--- src/rtl/prrs_pkg.sv ---
// Shared types, codes and constants of the portfolio risk and return scorer.
`timescale 1ns / 1ps
package prrs_pkg;

  // Default size of the asset tables.
  localparam int MaxAssetsDef = 5;

  // Field widths.
  localparam int OpW     = 2;
  localparam int AIdxW   = 3;
  localparam int ValW    = 32;
  localparam int RawW    = 16;
  localparam int NormW   = 17;
  localparam int KindW   = 3;
  localparam int NumWPorts = 5;
  localparam int SumW    = 19;

  // Shared divider sizes.
  localparam int DivDW   = 49;
  localparam int DivRW   = 32;
  localparam int DivStepW = 6;
  localparam logic [DivStepW-1:0] WeightSteps = 6'd17;
  localparam logic [DivStepW-1:0] SharpeSteps = 6'd49;

  // Operation codes.
  localparam logic [OpW-1:0] OP_LOAD_MEAN = 2'd0;
  localparam logic [OpW-1:0] OP_LOAD_COV  = 2'd1;
  localparam logic [OpW-1:0] OP_EVALUATE  = 2'd2;
  localparam logic [OpW-1:0] OP_REPORT    = 2'd3;

  // Result kinds.
  localparam logic [KindW-1:0] KIND_EVAL     = 3'd0;
  localparam logic [KindW-1:0] KIND_MIN_RISK = 3'd1;
  localparam logic [KindW-1:0] KIND_MAX_RET  = 3'd2;
  localparam logic [KindW-1:0] KIND_SHARPE   = 3'd3;
  localparam logic [KindW-1:0] KIND_ACK      = 3'd4;

  // Configuration register indexes.
  localparam int CfgIdxW = 1;
  localparam logic [CfgIdxW-1:0] CFG_ASSET_COUNT = 1'd0;
  localparam logic [CfgIdxW-1:0] CFG_RISK_FREE   = 1'd1;

  // Reset values.
  localparam logic [AIdxW-1:0] AssetCountReset = 3'd5;
  localparam logic [ValW-1:0]  RiskFreeReset   = 32'd167772;
  localparam logic [ValW-1:0]  SignedMin       = 32'h8000_0000;
  localparam logic [ValW-1:0]  SignedMax       = 32'h7FFF_FFFF;

  typedef struct packed {
    logic                start;
    logic [DivStepW-1:0] steps;
  } div_req_t;

  typedef struct packed {
    logic busy;
    logic done;
  } div_sts_t;

endpackage

--- src/rtl/prrs_div.sv ---
// Restoring divider, one quotient bit per cycle, shared by weight and Sharpe divides.
`timescale 1ns / 1ps
module prrs_div (
  input  logic                       clk_i,
  input  logic                       rst_ni,
  input  prrs_pkg::div_req_t         req_i,
  input  logic [prrs_pkg::DivRW-1:0] rem_init_i,
  input  logic [prrs_pkg::DivDW-1:0] dividend_i,
  input  logic [prrs_pkg::DivRW-1:0] divisor_i,
  output prrs_pkg::div_sts_t         sts_o,
  output logic [prrs_pkg::DivDW-1:0] quotient_o
);
  import prrs_pkg::*;

  logic [DivRW-1:0]    rem_q;
  logic [DivDW-1:0]    sr_q;
  logic [DivRW-1:0]    dvs_q;
  logic [DivStepW-1:0] cnt_q;
  logic                busy_q;
  logic                done_q;
  logic [DivRW:0]      trial;
  logic [DivRW:0]      diff;
  logic                ge;

  // The dividend bits are consumed from the top while quotient bits enter at
  // the bottom, so after the last step the register holds the quotient.
  assign trial = {rem_q, sr_q[DivDW-1]};
  assign ge    = trial >= {1'b0, dvs_q};
  assign diff  = trial - {1'b0, dvs_q};

  always_ff @(posedge clk_i or negedge rst_ni) begin
    if (!rst_ni) begin
      rem_q  <= '0;
      sr_q   <= '0;
      dvs_q  <= '0;
      cnt_q  <= '0;
      busy_q <= 1'b0;
      done_q <= 1'b0;
    end else begin
      done_q <= busy_q && !req_i.start && (cnt_q == 6'd1);
      if (req_i.start) begin
        rem_q  <= rem_init_i;
        sr_q   <= dividend_i;
        dvs_q  <= divisor_i;
        cnt_q  <= req_i.steps;
        busy_q <= 1'b1;
      end else if (busy_q) begin
        rem_q <= ge ? diff[DivRW-1:0] : trial[DivRW-1:0];
        sr_q  <= {sr_q[DivDW-2:0], ge};
        cnt_q <= cnt_q - 1'b1;
        if (cnt_q == 6'd1) begin
          busy_q <= 1'b0;
        end
      end
    end
  end

  assign sts_o.busy = busy_q;
  assign sts_o.done = done_q;
  assign quotient_o = sr_q;

endmodule

--- config.mk ---
export PLATFORM = sky130hd
export DESIGN_NAME = prrs_div
export DESIGN_NICKNAME = d
export VERILOG_FILES = /design/src/rtl/prrs_pkg.sv /design/src/rtl/prrs_div.sv
export SDC_FILE = /design/constraint.sdc
export NUM_CORES = 1
export LEC_CHECK = 0
export BUFFER_PORTS_ARGS = -buffer_cell sky130_fd_sc_hd__buf_2
export CAP_MARGIN = 10
export CORE_MARGIN = 2
export CORE_UTILIZATION = 25
export DETAILED_ROUTE_END_ITERATION = 7
export GPL_ROUTABILITY_DRIVEN = 0
export PLACE_DENSITY = 0.46
export SETUP_SLACK_MARGIN = 0.4
export SLEW_MARGIN = 20
export SYNTH_ARGS = -nofsm -noshare
export SYNTH_HDL_FRONTEND = slang
export SYNTH_SLANG_ARGS = --single-unit
--- constraint.sdc ---
create_clock -name clk_i -period 4.4 [get_ports clk_i]
set_input_delay 0.44 -clock clk_i [delete_from_list [all_inputs] [get_ports clk_i]]
set_output_delay 0.44 -clock clk_i [all_outputs]
set_load 0.005 [all_outputs]
Word-level counts from Yosys, hierarchy flattened
Index checks and enable logic that the tools add are counted.

Word-level logic and storage cells: 24. Memories: 0. Output and inout port bits: 51. Input bits: 122. Register bits after elaboration: 121. RAM bits: 0. ROM bits: 0. Latch bits: 0.

Muxes and demuxes: 10. $add $sub $neg: 2. $mul: 0. Equality and inequality tests: 1. Shift-type cells: 0. Reductions and logical operators: 4. Bitwise operators: 0. Div/mod/pow operators: 0. Magnitude comparators: 1.

Operator list (count): 49-bit two-way mux (2); 32-bit two-way mux (3); 33-bit by 32-bit greater-or-equal comparator with 1-bit output (1); 32-bit subtractor (1); 6-bit two-way mux (2); 6-bit by 1-bit == test with 1-bit output (second input constant) (1); 6-bit by 1-bit subtractor with 6-bit output (second input constant) (1); 1-bit two-way mux (3); 1-bit logical AND (2); 2-bit nonzero test (1); 1-bit logical NOT (1).

Logic depth before layout (Yosys ltp)
Depth after elaboration: 4. Gate-level depth with buffers: 14. Mapped depth without buffers: 12.

Worst setup path after synthesis
Ideal clock, no wire load.

Path type: reg2reg. Start point: register rem_q[8]. End point: register rem_q[29]. Data arrival time: 2.658 ns. Required time: 4.258 ns. Cell stages (with the launch flop): 14. Setup time: 0.142 ns. Setup slack: 1.600 ns. Cell sequence: dfrtp_1 ha_1 buf_2 nand4_1 or2_1 or3_4 o31ai_2 a211o_2 a41oi_4 buf_6 or2_4 buf_6 a31oi_1 o221ai_1.

Longest elaborated chain between the ends: 4. Elaborated cells on any way between the ends: 5. Those cells by class: add/sub (1); order compare (1); mux (3).

Ends and longest elaborated chain: start: declaration (RTL line prrs_div.sv:15) `logic [DivRW-1:0] rem_q;`; start signal: assignment (RTL line prrs_div.sv:42) `rem_q <= rem_init_i;`; start signal: assignment (RTL line prrs_div.sv:48) `rem_q <= ge ? diff[DivRW-1:0] : trial[DivRW-1:0];`; 32-bit subtractor or 33-bit by 32-bit greater-or-equal comparator with 1-bit output (tied branches) (RTL line prrs_div.sv:29, prrs_div.sv:28); 32-bit two-way mux * (RTL line prrs_div.sv:48); 32-bit two-way mux * (RTL line prrs_div.sv:47) `end else if (busy_q) begin`; 32-bit two-way mux * (RTL line prrs_div.sv:41) `if (req_i.start) begin`.

Every way passes the cells marked *; elsewhere a longest branch is shown, timed or not. The select of a mux whose other input is x is not followed. A chain may end at the register's enable or synchronous reset.

Worst setup path after layout
Start point: register rem_q[13]. End point: register rem_q[4].

Longest elaborated chain between the ends: 4.

Ends and longest elaborated chain: 33-bit by 32-bit greater-or-equal comparator with 1-bit output (RTL line prrs_div.sv:28) `assign ge = trial >= {1'b0, dvs_q};`; 32-bit two-way mux (RTL line prrs_div.sv:48); 32-bit two-way mux (RTL line prrs_div.sv:47); 32-bit two-way mux (RTL line prrs_div.sv:41).

No other way between the ends. The select of a mux whose other input is x is not followed.

==> flow_summary.rst <==
.. list-table::
   :header-rows: 1

   * - Metric
     - Value
   * - Outcome
     - complete, no violations
   * - Number of vias in the routed layout
     - approximately 6,300
   * - Depth of the CTS H-tree
     - 4
   * - Top cells by area, synth
     - dfrtp_1 41%, mux2i_1 9.2%, o21ai_0 8.7%
   * - CP Class
     - flip-flop to flip-flop
   * - Die width
     - about 180 um
   * - Part of the cycle the worst path needs
     - 0.757
   * - Highest-count cells in the layout ignoring fill and taps
     - 170 x buf_2, 128 x o21ai_0, 120 x dfrtp_1
   * - Final number of hold-violating endpoints
     - 0
   * - Min-delay worst type
     - input pin to asynchronous set/reset pin
   * - Pre-antenna DRT Iters
     - 4
   * - Overall fraction of global-route tracks in use
     - 0.143
   * - Count of maximum capacitance violations
     - 0
   * - Kind of end point of the critical path
     - flip-flop
   * - Data required time of the critical path
     - about 4700 ps
   * - Number of gates resized after cts
     - 0
   * - Residual antenna-violating net count after detailed routing
     - 0
   * - Overall overflow remaining after global route
     - 0
   * - Total clock buffers created by CTS
     - 17
   * - Average instance area after synthesis
     - roughly 9.0 um2
   * - Average detailed-routed wire length per instance
     - around 16 um
   * - Warnings, synthesis
     - 0
   * - Final setup violation count
     - 0
   * - Total die area
     - 0.0310 mm2
   * - Power density over the cells
     - between 600 and 700 mW/mm2
   * - Residual DRC count
     - 0
   * - Cell count after synthesis
     - 822
   * - Fin nets
     - 1,124
   * - Maximum achievable frequency
     - 0.300 GHz
   * - Peak VDD IR
     - around 0.23 mV
   * - Cell type with the largest total area after synthesis
     - dfrtp_1
   * - Fin Setup TNS
     - 0 ps
   * - Share of post-route cells with drive strength above 1
     - 0.230
   * - Arrival time at the worst endpoint
     - between 3000 and 4000 ps
   * - Post-synth ARST share
     - 1.00
   * - Count of buffers from port buffering
     - between 150 and 200
   * - Vias in the first global route
     - around 6,500
   * - Switching power
     - around 2.3 mW
   * - Fraction of power consumed by combinational cells
     - 0.483
   * - Count of standard-cell rows
     - 62
   * - Largest fanout of any net on the critical path
     - 11
   * - Global-route wire length before repair
     - 35.1 mm
   * - Setup Buffers After CTS
     - 0
   * - Switching share of total power
     - 0.411
   * - Root Driver
     - clkbuf_16
   * - Headroom to the max-slew limit
     - 0.479
   * - Top FF cell, synth
     - dfrtp_1
   * - Initial core utilization
     - 0.256
   * - Clock sink total
     - roughly 120
   * - Hold buffer count at cts
     - 0
   * - Synthesized area
     - 0.00740 mm2
   * - Area of the core region
     - just under 0.03 mm2
   * - Hold slack
     - between 50 and 60 ps
   * - Wirelength, routed
     - 21.5 mm
   * - Final critical-path required period
     - ~3300 ps
   * - Antenna violations before repair
     - 7
   * - Clock Skew
     - 9.91 ps
   * - Post-CTS clock slew at the launch and capture registers of the worst setup and hold paths
     - roughly 60 ps
   * - Max Transition Viols Final
     - 0
   * - DRC violation total after the first TritonRoute iteration
     - approximately 230
   * - Unique masters post-synth
     - between 60 and 70
   * - Share of power burned in the clock network
     - 0.239
   * - IO Count
     - between 150 and 200
   * - Deepest clock path buffer count
     - 2
   * - Most common cell after layout, fill and taps aside
     - buf_2
   * - Startpoint class of the critical path
     - flip-flop
   * - Clock latency on the worst-skew pair
     - roughly 430 ps
   * - Setup repair after global routing missed its margin
     - no
   * - Via/cell ratio
     - about 4.6
   * - Relative contribution of sequential cells to total power
     - 0.278
   * - Top cell type's share of synthesized area
     - 0.409
   * - Least-Margin Pin Slew
     - 779 ps
   * - Pint
     - around 3.3 mW
   * - DP HPWL
     - around 16 mm
   * - Number of nets produced by synthesis
     - 979
   * - Total leakage power
     - 4.53 nW
   * - Largest net degree at the start of global routing
     - 170
   * - Number of synthesized flops with an enable pin
     - 0
   * - Area added between synthesis and finish
     - 23.4%
   * - Number of flip-flops and latches in the synthesized netlist
     - roughly 120
   * - Part of the Yosys area used for sequential elements
     - 0.409
   * - CTS tree
     - built
   * - Floorplan die height
     - around 180 um
   * - # fillers
     - 3,112
-- sequential cells by signal, indices dropped and copies added, names as in the netlist --
| name | cells |
|---|---|
| busy_q | 1 |
| cnt_q | 6 |
| done_q | 1 |
| dvs_q | 32 |
| quotient_o | 49 |
| rem_q | 32 |
-- layout make-up --
type | count | area, um2 | area share
Multi-Input combinational cell | 604 | 3970 | 0.435
Sequential cell | 121 | 3030 | 0.332
Timing Repair Buffer | 179 | 935 | 0.102
Tap cell | 384 | 480 | 0.0526
Clock buffer | 18 | 429 | 0.0470
Inverter | 44 | 165 | 0.0181
Clock inverter | 14 | 116 | 0.0127
Antenna cell | 1 | 2.50 | 0.000274
-- cells by family after synthesis --
kind of cell	count (synthesis)	synth area share
DFF	121	0.409
and+or+nand+nor	210	0.140
adders and majority gates	35	0.0602
buffers and inverters	97	0.0544
xor gates and xnor gates	29	0.0343
muxes	70	0.0950
AOI/OAI and AO/OA	260	0.207
-- final timing paths --
check,start,slack [ps],cells past startpoint,to
max,rem_q[13],1070,10,rem_q[4]
min reg2reg,dvs_q[29],530,2,dvs_q[29]
max reg2reg,rem_q[13],1070,10,rem_q[4]
max in group asynchronous,rst_ni,3370,2,quotient_o[9]
min,rst_ni,50,1,dvs_q[8]
min in group clk_i,dividend_i[14],220,3,quotient_o[14]
-- routing by layer --
metal | routed length (um) | vias up | global-route usage
met1 | 9720 | 2923 | 0.185
li1 | - | 3203 | -
met5 | 58 | - | 0
met3 | 1680 | 23 | 0.0547
met4 | 156 | 10 | 0.0337
met2 | 9870 | 155 | 0.227
-- synth_stat cells (all sizes together), types with 3 or more instances --
| cell | n |
|---|---|
| a21o | 19 |
| a31o | 3 |
| nor2b | 6 |
| clkbuf | 34 |
| o31ai | 7 |
| inv | 44 |
| nand4 | 6 |
| buf | 19 |
| nand3 | 7 |
| ha | 34 |
| a221o | 3 |
| xor2 | 6 |
| or3 | 3 |
| o21a | 3 |
| mux2i | 68 |
| nand2b | 6 |
| dfrtp | 121 |
| nor3b | 26 |
| o21ai | 129 |
| a21oi | 63 |
| o21bai | 3 |
| a31oi | 6 |
| nor3 | 15 |
| nor2 | 20 |
| xnor2 | 23 |
| nand2 | 108 |
| o221ai | 4 |
| or2 | 3 |
-- per-stage QoR --
stage / std cells / power [mW] / instance area, um2 / setup WS [ps] / util
floorplan: 822 / 3.61 / 7400 / 1600 / -
global placement: 1332 / 4.27 / 8580 / 1120 / 0.297
detailed placement: 1332 / 4.26 / 8580 / 1070 / 0.297
CTS: 1364 / 5.64 / 9130 / 1060 / 0.315
global route: 1364 / 6.04 / 9130 / 828 / 0.315
finish: 1365 / 5.56 / 9130 / 1070 / 0.316
-- worst max-delay path, stage by stage, from the launching register on --
cell and delay (ps):
dfrtp_1 390, ha_1 380, a21o_1 220, a31o_1 260
nor3b_1 170, nor3b_2 300, o21ai_2 160, a41oi_4 470
nor2_4 180, mux2_1 350, a221o_1 320
-- power groups by stage --
| stage | combinational (mW) | sequential [mW] | clock, mW |
|---|---|---|---|
| after detailed placement | 2.70 | 1.56 | 0 |
| after global routing | 3.03 | 1.58 | 1.44 |
| after CTS | 2.72 | 1.55 | 1.38 |
| after global placement | 2.70 | 1.56 | 0 |
| final | 2.68 | 1.54 | 1.33 |
| after floorplan | 2.11 | 1.50 | 0 |
Note: power is estimated with default switching activity, not from simulation.
